===== src/hw/rtl/tpsd_ram.sv =====
`timescale 1ns / 1ps
module tpsd_ram #(
    parameter int WIDTH = 8,
    parameter int DEPTH = 16,
    localparam int AW = $clog2(DEPTH)
) (
    input  logic             i_clk,
    input  logic             i_we,
    input  logic [AW-1:0]    i_waddr,
    input  logic [WIDTH-1:0] i_wdata,
    input  logic             i_re,
    input  logic [AW-1:0]    i_raddr,
    output logic [WIDTH-1:0] o_rdata
);

    logic [WIDTH-1:0] r_mem [DEPTH];
    logic [WIDTH-1:0] r_rdata;

    always_ff @(posedge i_clk) begin
        if (i_we) begin
            r_mem[i_waddr] <= i_wdata;
        end
        if (i_re) begin
            r_rdata <= r_mem[i_raddr];
        end
    end

    assign o_rdata = r_rdata;

endmodule


===== config.mk =====
export PLATFORM = sky130hd
export DESIGN_NAME = tpsd_ram
export DESIGN_NICKNAME = d
export VERILOG_FILES = /design/src/hw/rtl/tpsd_ram.sv
export SDC_FILE = /design/constraint.sdc
export NUM_CORES = 1
export LEC_CHECK = 0
export BUFFER_PORTS_ARGS = -buffer_cell sky130_fd_sc_hd__buf_2
export CORE_ASPECT_RATIO = 0.8
export CORE_MARGIN = 5
export CORE_UTILIZATION = 62
export CTS_CLUSTER_SIZE = 10
export DETAILED_ROUTE_END_ITERATION = 16
export PLACE_DENSITY = 0.79
export SYNTH_ARGS = -nofsm -noshare
export SYNTH_HDL_FRONTEND = slang
export SYNTH_SLANG_ARGS = --single-unit

===== constraint.sdc =====
create_clock -name i_clk -period 5.05 [get_ports i_clk]
set_clock_uncertainty 0.1 [all_clocks]
set_input_delay 0.505 -clock i_clk [delete_from_list [all_inputs] [get_ports i_clk]]
set_output_delay 0.505 -clock i_clk [all_outputs]
set_load 0.03 [all_outputs]

### Yosys cells after proc, flatten, opt, wreduce, memory -nomap -nowiden

Memory sizes are Yosys's and may differ from the RTL's. A register that Yosys moved wholly into a read port is not among the register bits.
Cells that the tools add are included.

| storage, ports and cells | value |
|---|---|
| flip-flop bits (word level) | 0 |
| RAM bits | 128 |
| input bits | 19 |
| output and inout bits | 8 |
| word-level logic and storage cells | 3 |
| memories kept | 1 |

| cells by class | value |
|---|---|
| mux-type cells | 2 |

Memory list:

| name | words | bits a word | read ports | clocked after memory_dff | write ports | line | text |
|---|---|---|---|---|---|---|---|
| r_mem | 16 | 8 | 1 | 1 | 1 | 16 | `logic [WIDTH-1:0] r_mem [DEPTH];` |

Operators with widths:

| operator | number |
|---|---|
| $mux W1 | 2 |

### Depth between registers and ports, before layout

| logic depth | value |
|---|---|
| word-level depth | 2 |
| gate-level depth with buffers | 5 |
| mapped depth without buffers | 3 |

### Worst setup path after synthesis

Ideal clock, no wire load.

| timing path | value |
|---|---|
| path type | input port to flip-flop |
| start | input i_waddr[2] |
| end | memory r_mem[0][0] (enable) |
| setup time | 0.383 ns |
| data arrival time | 1.615 ns |
| data required time | 4.567 ns |
| path slack | 2.952 ns |
| stages | 2 |
| path buffers | 0 |
| cell sequence | or3b_2 nor3_1 |

RTL lines:

| item | line | text |
|---|---|---|
| from (decl) | 9 | `input logic [AW-1:0] i_waddr,` |
| to (decl) | 16 |  |

Straight into the memory's write port.

==> impl_metrics.csv <==
group,metric,value,unit
status,status,"completed",
critical_path,timing.rr.start,"r_mem[2][4]$_DFFE_PP_",
floorplan,ios,27,
placed_design,routabilityCongestion,0.725,
placed_design,port-buffer-count,26,
sta,final-setup-viol-count,0,
floorplan,die_y,92.1,um
floorplan,die_x,113,um
floorplan,dieArea,0.0104,mm^2
route,wl_per_cell,24.0,um
worst_hold_path,min_from,"i_wdata[7]",
job,maxCapViolCount,0,
clock_tree,post_cts_resized,0,
power,pwr_density_cell,421,mW/mm^2
clock_tree,clock-root-buffer,"clkbuf_8",
critical_path,ff2ff_path_depth,3,
sta,max_freq,0.472,GHz
critical_path,crit_fanout,32,
synth,netlist.area_leader.share,0.781,
critical_path,critPathLaunchType,"input pin",
route,drt-total-wl,9380,um
sta,hold_violations,0,
layout,regArea,0.00408,mm^2
synth,synthCells,229,
route,via_per_inst,6.22,
clock_tree,cts_sinks,136,
synth,synthesis.nets,248,
clock_tree,cts_max_level,4,
layout,fin_nets,287,
layout,diodes,0,
sta,min_period,2.12,ns
synth,seq_area_frac_synth,0.781,
power,p_leak,1.98,nW
power,p_total,2.52,mW
synth,yosysTopAreaCell,"edfxtp_1",
critical_path,critical_path_required,5.21,ns
critical_path,r2r_end,"o_rdata[4]$_DFFE_PP_",
sta,relSlewSlack,0.326,
global_routing,grt_pass1_wl,14500,um
global_routing,grt_pass1_vias,2585,
layout,fill_cells,486,
synth,netlist_area,0.00523,mm^2
global_routing,antenna_found_initial,0,
sta,setup_tns,0,ns
sta,finalCritPeriodShare,0.419,
critical_path,critPathKind,"input pin to flip-flop",
synth,syn_avg_cell_area,22.8,um^2
clock_tree,cts_inserted_buffers,17,
layout,multi_input_comb_area,0.00106,mm^2
placed_design,hpwl,5720,um
clock_tree,clk_pin_slew,0.06,ns
global_routing,grt_start_max_net_pins,33,
floorplan,rows,30,
worst_hold_path,holdCritPathClass,"input pin to flip-flop",
worst_hold_path,min_delay_path_depth,1,
synth,netlist_top_cells_area,"edfxtp_1 78%, mux4_2 7.8%, mux4_1 7.0%, a22oi_1 2.3%, nor2_1 0.93%",
sta,drv_slew,0,
placed_design,dp.cells,361,
critical_path,worstPathArrival,2.28,ns
route,dr.pass1.iters,4,
synth,ys_ff_latch,136,
critical_path,reg2reg_slack,3.49,ns
synth,synth_cell_type_count,18,
route,drt-initial-drc-count,187,
layout,fin_cells,391,
route,route.detailed.drc,0,
route,final_antenna_net_count,0,
clock_tree,ctsHoldBuffers,0,
layout,area_delta_synth_final,14.6,%
clock_tree,cts_tree,"built",
floorplan,core,0.00837,mm^2
clock_tree,clk_path_buf_depth,2,
power,ir_worst_vdd,0.231,mV
global_routing,overflow,0,
sta,tightest_slew,1.01,ns
floorplan,initial_core_util,0.625,
synth,yosys_warnings,0,
route,num_vias,2432,
clock_tree,clkLatencyLatePin,0.51,ns
clock_tree,cts.repair_timing.setup_buffer_count,0,
global_routing,grt_usage,0.198,
critical_path,endpoint_kind,"flip-flop",
sta,rsz0062_at_grt,"false",
layout,drive_gt1_frac,0.272,
worst_hold_path,whs_endpoint,"r_mem[5][7]$_DFFE_PP_",
synthesized netlist by cell type:
master,n
a22oi_1,16
and2_1,1
and2b_1,1
buf_2,3
buf_4,1
buf_6,3
clkdlybuf4s25_2,3
edfxtp_1,136
mux4_1,14
mux4_2,18
nand2_1,9
nand2b_1,2
nand3_1,1
nand3b_1,2
nor2_1,13
nor2b_1,1
nor3_1,4
or3b_2,1
worst max-delay path by stage:
stage | startpoint | endpoint | slack (ns) | depth (start not counted)
after global routing | i_raddr[0] | o_rdata[0]$_DFFE_PP_ | 2.79 | 4
after detailed placement | i_raddr[0] | o_rdata[3]$_DFFE_PP_ | 2.34 | 4
after CTS | i_raddr[0] | o_rdata[3]$_DFFE_PP_ | 2.88 | 4
after floorplan | i_waddr[2] | r_mem[0][0]$_DFFE_PP_ | 2.95 | 2
after global placement | i_raddr[0] | o_rdata[0]$_DFFE_PP_ | 2.37 | 4
final | i_raddr[0] | o_rdata[3]$_DFFE_PP_ | 2.93 | 4
report_power, final:
| part | internal (mW) | switching, mW | leakage (nW) |
|---|---|---|---|
| clock network | 0.690 | 0.435 | 0.246 |
| logic | 0.0444 | 0.0722 | 0.494 |
| registers | 1.27 | 0.00771 | 1.24 |
| total | 2.01 | 0.515 | 1.98 |
cell usage in the layout, fill, tap and decap left out, drive strengths merged, types with 2 or more instances in the layout:
cell,netlist,routed
nor2,13,13
bufinv,0,2
a22oi,16,16
buf,7,30
clkinv,0,5
clkinvlp,0,6
nand2b,2,2
nand2,9,9
nand3b,2,2
edfxtp,136,136
nor3,4,4
clkbuf,0,17
mux4,32,32
kinds of logic (layout without fill, tap and decap cells):
kind of cell | Yosys count | after routing | share of synthesized area
compound gates | 16 | 16 | 0.0230
simple gates | 35 | 35 | 0.0314
flops | 136 | 136 | 0.781
mux | 32 | 32 | 0.148
buf+inv | 10 | 60 | 0.0165
area by class of cell:
class | instances | area share
Multi-Input combinational cell | 83 | 0.177
Sequential cell | 136 | 0.682
Tap cell | 112 | 0.0234
Clock buffer | 17 | 0.0691
Timing Repair Buffer | 30 | 0.0267
Clock inverter | 13 | 0.0224
state kept, by name, summed over array words and instances, names as in the netlist:
signal	cells
r_mem	128
o_rdata	8
stage by stage:
stage                     worst slack (ns)  utilization  hold WS [ns]  area, um^2
after floorplan                       2.95            -         0.504        5230
after global placement                2.37        0.650         0.624        5440
after detailed placement              2.34        0.650         0.639        5440
after CTS                             2.88        0.716         0.250        5990
after global routing                  2.79        0.716         0.258        5990
final                                 2.93        0.716         0.275        5990
routing by layer:
layer,global-route usage,wire [um],vias to the layer above
li1,-,-,1064
met1,0.283,3840,1245
met2,0.290,4600,115
met3,0.0607,854,8
met4,0.0781,87,0
met5,0,0,-
critical path, cell delays in order:
cell and delay (ns):
buf_2 0.75, mux4_1 0.65, a22oi_1 0.27, nand2_1 0.09
No activity file was read; power rests on OpenSTA's default activity.
