--- src/hw/rtl/tpsd_pkg.sv ---
`timescale 1ns / 1ps
package tpsd_pkg;

    localparam int MAX_WIDTH     = 4096;
    localparam int MAX_HEIGHT    = 4096;
    localparam int PALETTE_DEPTH = 256;
    localparam int PAL_AW        = $clog2(PALETTE_DEPTH);
    localparam int PAL_DW        = 24;
    localparam int DIM_W         = 13;
    localparam int POS_W         = 12;
    localparam int CFG_IDX_W     = 3;
    localparam int CFG_DATA_W    = 13;

    localparam logic [1:0] REQ_PALETTE = 2'd0;
    localparam logic [1:0] REQ_DATA    = 2'd1;
    localparam logic [1:0] REQ_START   = 2'd2;

    localparam logic [2:0] FMT_INDEXED = 3'd0;
    localparam logic [2:0] FMT_GRAY    = 3'd1;
    localparam logic [2:0] FMT_RGB555  = 3'd2;
    localparam logic [2:0] FMT_RGB24   = 3'd3;
    localparam logic [2:0] FMT_RGBA32  = 3'd4;

    localparam logic [CFG_IDX_W-1:0] CFG_PIXEL_FORMAT = 3'd0;
    localparam logic [CFG_IDX_W-1:0] CFG_RLE_ENABLE   = 3'd1;
    localparam logic [CFG_IDX_W-1:0] CFG_BOTTOM_UP    = 3'd2;
    localparam logic [CFG_IDX_W-1:0] CFG_KEEP_ALPHA   = 3'd3;
    localparam logic [CFG_IDX_W-1:0] CFG_IMAGE_WIDTH  = 3'd4;
    localparam logic [CFG_IDX_W-1:0] CFG_IMAGE_HEIGHT = 3'd5;

    typedef struct packed {
        logic [1:0]  req_type;
        logic [7:0]  data_byte;
        logic [7:0]  palette_index;
        logic [23:0] palette_color;
    } t_in_item;

    typedef struct packed {
        logic [POS_W-1:0] out_row;
        logic [POS_W-1:0] out_col;
        logic [7:0]       run_length;
        logic [7:0]       red;
        logic [7:0]       green;
        logic [7:0]       blue;
        logic [7:0]       alpha;
        logic             image_done;
        logic             last;
    } t_out_item;

    typedef struct packed {
        logic      use_pal;
        logic      pal_zero;
        t_out_item item;
    } t_seg;

    typedef struct packed {
        logic              we;
        logic [PAL_AW-1:0] waddr;
        logic [PAL_DW-1:0] wdata;
        logic              re;
        logic [PAL_AW-1:0] raddr;
    } t_pal_port;

endpackage

--- src/hw/rtl/tpsd_pipe.sv ---
`timescale 1ns / 1ps
module tpsd_pipe (
    input  logic                             i_clk,
    input  logic                             i_rst_n,
    input  logic                             i_seg_valid,
    input  tpsd_pkg::t_seg                   i_seg,
    output logic                             o_issue_ok,
    input  logic [tpsd_pkg::PAL_DW-1:0]      i_pal_data,
    output logic                             o_out_valid,
    input  logic                             i_out_ready,
    output tpsd_pkg::t_out_item              o_out
);

    logic                  r_s1_valid;
    tpsd_pkg::t_seg        r_s1;
    logic                  r_out_valid;
    tpsd_pkg::t_out_item   r_out;
    tpsd_pkg::t_out_item   n_out;
    logic                  out_adv;

    assign out_adv    = !r_out_valid || i_out_ready;
    // palette read is in flight while a segment sits in the first stage
    assign o_issue_ok = !r_s1_valid || out_adv;

    always_comb begin
        n_out = r_s1.item;
        if (r_s1.use_pal) begin
            if (r_s1.pal_zero) begin
                n_out.red   = 8'd0;
                n_out.green = 8'd0;
                n_out.blue  = 8'd0;
            end else begin
                n_out.red   = i_pal_data[23:16];
                n_out.green = i_pal_data[15:8];
                n_out.blue  = i_pal_data[7:0];
            end
        end
    end

    always_ff @(posedge i_clk) begin
        if (!i_rst_n) begin
            r_s1_valid  <= 1'b0;
            r_out_valid <= 1'b0;
        end else begin
            if (out_adv) begin
                r_out_valid <= r_s1_valid;
            end
            if (o_issue_ok) begin
                r_s1_valid <= i_seg_valid;
            end
        end
    end

    always_ff @(posedge i_clk) begin
        if (o_issue_ok && i_seg_valid) begin
            r_s1 <= i_seg;
        end
        if (out_adv && r_s1_valid) begin
            r_out <= n_out;
        end
    end

    assign o_out_valid = r_out_valid;
    assign o_out       = r_out;

endmodule

--- config.mk ---
export PLATFORM = sky130hd
export DESIGN_NAME = tpsd_pipe
export DESIGN_NICKNAME = d
export VERILOG_FILES = /design/src/hw/rtl/tpsd_pkg.sv /design/src/hw/rtl/tpsd_pipe.sv
export SDC_FILE = /design/constraint.sdc
export NUM_CORES = 1
export LEC_CHECK = 0
export ABC_CLOCK_PERIOD_IN_PS = 11900
export BUFFER_PORTS_ARGS = -buffer_cell sky130_fd_sc_hd__clkbuf_2
export CORE_MARGIN = 3
export CORE_UTILIZATION = 35
export CTS_CLUSTER_SIZE = 12
export DETAILED_ROUTE_END_ITERATION = 16
export SLEW_MARGIN = 10
export SYNTH_ARGS = -nofsm -noshare
export SYNTH_HDL_FRONTEND = slang
export SYNTH_SLANG_ARGS = --single-unit
--- constraint.sdc ---
create_clock -name i_clk -period 11.9 [get_ports i_clk]
set_input_delay 0.595 -clock i_clk [delete_from_list [all_inputs] [get_ports i_clk]]
set_output_delay 0.595 -clock i_clk [all_outputs]
set_load 0.03 [all_outputs]
---- Word level (Yosys, flattened, before mapping) ----
Cells that the tools add are included.
cells by class
  multiplexer cells ....................... 2
  reductions and logical operators ........ 6
operator list
  cell                count
  24-bit two-way mux  2
  1-bit logical AND   2
  1-bit logical NOT   2
  1-bit logical OR    2
storage, ports and cells
  flip-flop bits (word level) ............. 136
  input port bits ......................... 96

---- Depth between registers and ports, before layout ----
  depth after elaboration ................. 4
  depth in mapped cells ................... 3
  gate-level depth less buffers ........... 2

---- Worst setup path before layout ----
No wires, ideal clock.
  kind .................................... input-to-reg
  start ................................... input i_out_ready
  end ..................................... register r_s1 (netlist bit n_out[0]) (enable)
  library setup time ...................... 516 ps
  data arrival time ....................... 3,979 ps
  required time ........................... 11,384 ps
  setup slack ............................. 7,404 ps
  stages .................................. 2
  cell sequence ........................... nor2b_1 > a21oi_1
between the ends
  longest elaborated chain between the ends .. 3
RTL lines
  what                  RTL line         source
  start, declared       tpsd_pipe.sv:10  input logic i_out_ready,
  1-bit logical OR      tpsd_pipe.sv:21  assign out_adv = !r_out_valid || i_out_ready;
  1-bit logical OR      tpsd_pipe.sv:23  assign o_issue_ok = !r_s1_valid || out_adv;
  1-bit logical AND     tpsd_pipe.sv:55  if (o_issue_ok && i_seg_valid) begin
  end signal, assigned  tpsd_pipe.sv:56  r_s1 <= i_seg;
  end, declared         tpsd_pipe.sv:15  tpsd_pkg::t_seg r_s1;
Every way passes these cells.
A chain may end at the register's enable or synchronous reset.

---- Worst setup path in the final report ----
  start ................................... register r_out_valid, in the netlist o_out_valid
  end ..................................... register r_s1 (netlist bit n_out[36]) (enable)
between the ends
  longest elaborated chain between the ends .. 4
RTL lines
  what                    RTL line         source
  start, declared         tpsd_pipe.sv:16  logic r_out_valid;
  start signal, assigned  tpsd_pipe.sv:46  r_out_valid <= r_s1_valid;
  1-bit logical NOT       tpsd_pipe.sv:21
  1-bit logical OR        tpsd_pipe.sv:21
  1-bit logical OR        tpsd_pipe.sv:23
  1-bit logical AND       tpsd_pipe.sv:55
Every way passes these cells.

==> impl_results.md <==
- Top cell type's share of synthesized area: 0.919
- Post-Place Cells: 504
- Antenna violations before repair: 0
- Pin count of the biggest net entering global routing: 69
- Synth Net Count: 271
- Setup-failing EPs final: 0
- Peak VDD IR: between 100 and 150 uV
- H-tree Lvls: 4
- Most frequent cells in the layout: clkbuf_2, edfxtp_1, a22o_1
- WHS Path Cells: 1
- Placed Area: 5400 um^2
- Post-DRT Antenna Nets: 0
- Register area share after synthesis: 0.928
- Routed wire length: around 7800 um
- Clock Root Buffer: clkbuf_16
- Fmax: 568 MHz
- Final min period: approximately 1800 ps
- Via count: ~2200
- Count of cell types in the netlist: 14
- Post-Synthesis Cells: between 150 and 200
- Pre-CTS WS: 9810 ps
- CTS tree: yes
- Cts bufs inserted: 17
- Hold_buf cts: 0
- RSZ-0062 raised after global routing: false
- Clock Path Buffers: 2
- Final std cells w/o fill: approximately 540
- Sum Neg Setup Slack: 0 ps
- Commonest non-fill, non-tap cell in the layout: clkbuf_2
- Leakage: 2.38 nW
- Yosys reg bits: 136
- Register Area: approximately 4100 um^2
- Worst Hold Class: in -> reg
- Period utilization: 0.148
- Maximum Capacitance Violations: 0
- TritonRoute pass-1 iters: 4
- Synth area leader: edfxtp_1
- CTS clk-pin slew, worst paths: ~50 ps
- Post-layout util: 0.491
- Initial Util: 0.362
- Crit path max fanout: between 60 and 70
- Slowest cell on the critical path: buf_4
- Area occupied by multi-input gates: 283 um^2
- Startpoint types: flop
- Ys Warns: 0
- I/O Pins: around 160
- Design Area, Final: roughly 5900 um^2
- Drc violations: 0
- Clk_skew: between 3 and 4 ps
- Global-route wire length before repair: 12300 um
- Die X: between 100 and 150 um
- Overflow after GRT: 0
- Final-layout fill cell count: between 1000 and 1500
- Routability-driven placement congestion ratio: 0.677
- Max stage delay on crit path: ~700 ps
- Worst slew pin tran: roughly 840 ps
- Number of global-route vias before repair: 2390
- Antenna diodes: 0
- Core Rows: 40
- Full die area: 13900 um^2
- DR iter-0 viols: around 110
- Post-CTS Setup Inserts: 0
- Vias per Instance: between 4 and 5
- Final WS setup: 10140 ps
- Final Max Slew Viols: 0
- Core Area: roughly 12000 um^2
- Final hold viol count: 0
- Hold_ws: 365 ps
- GRT Util Overall: 0.120
- Worst Path Arrival: 1790 ps
- Worst slew margin: 0.440
- Syn_area_per_cell: between 20 and 30 um^2
- Die height: 118 um
- Netlist area before placement: ~4400 um^2
- FF-to-FF path depth: 3
- CP cell instances: nor2b_1 > a21oi_4 > buf_4
- Area growth syn-to-layout: 35.7%
- Clock sink total: between 100 and 150
- Worst-skew pair later-pin latency: about 400 ps
- Post-CTS resize count: 0
- Top post-synthesis cells by area: edfxtp_1, a22o_1, dfxtp_1, buf_8, nand3b_1
- Critical Path RT: approximately 12000 ps
- Status: complete, no violations
- Critical Path End Type: flop
- Power Density: between 150 and 200 nW/um^2
- Worst Setup Path Type: reg -> reg
- Layout cell share with drive strength beyond 1: 0.526
- Wire length per cell: between 10 and 15 um
- Tot Pwr: ~1.1 mW
- Final Net Count: around 450
- IO Port Bufs: between 150 and 200
==> worst max-delay path: cells and delay by family, from the launching register on <==
kind / cells / cell delay [ps]
and+or+nand+nor: 1 / 210
DFF: 1 / 320
buffers and inverters: 1 / 680
AOI/OAI and AO/OA: 1 / 160
==> cells by family (layout without fill, tap and decap cells) <==
family,after synthesis,count (layout),synth area share
AO/OA/AOI/OAI,27,27,0.0517
buffers and inverters,7,199,0.0117
flip-flops,136,136,0.928
AND/OR/NAND/NOR,5,5,0.00857
==> cell type report <==
cell class / count / area share
sequential: 136 / 0.684
timing repair buffer: 165 / 0.140
clock buffer: 19 / 0.0729
multi-input combinational: 32 / 0.0476
tap: 168 / 0.0354
clock inverter: 12 / 0.0185
inverter: 3 / 0.00190
==> Yosys cell counts (all sizes together) <==
library cell    n
a21boi          1
edfxtp        134
o21ai           1
dfxtp           2
inv             3
o21a            1
and2b           1
nand3b          2
a21oi           1
nor2b           2
a22o           23
buf             4
==> sequential cells by signal (all words and copies together) (netlist names) <==
| signal | count |
|---|---|
| n_out | 42 |
| o_out_valid | 1 |
| o_out | 66 |
| r_s1_valid | 1 |
| r_s1 | 26 |
==> per-layer routing <==
layer	vias up	wire [um]	global-route usage
met4	0	197	0.0703
li1	1084	-	-
met3	17	620	0.0553
met1	1027	3080	0.129
met2	103	3860	0.194
met5	-	0	0
==> worst paths after layout <==
check,start,to,slack (ps)
max,o_out_valid,n_out[36],10140
min,i_seg[14],r_s1[14],370
max reg2reg,o_out_valid,n_out[36],10140
min reg2reg,n_out[50],o_out[50],420
==> where the power goes <==
part           internal [mW]  switching [mW]
registers              0.558         0.00677
logic                 0.0236          0.0446
clock network          0.302           0.174
Power figures use the tool's default switching activity.
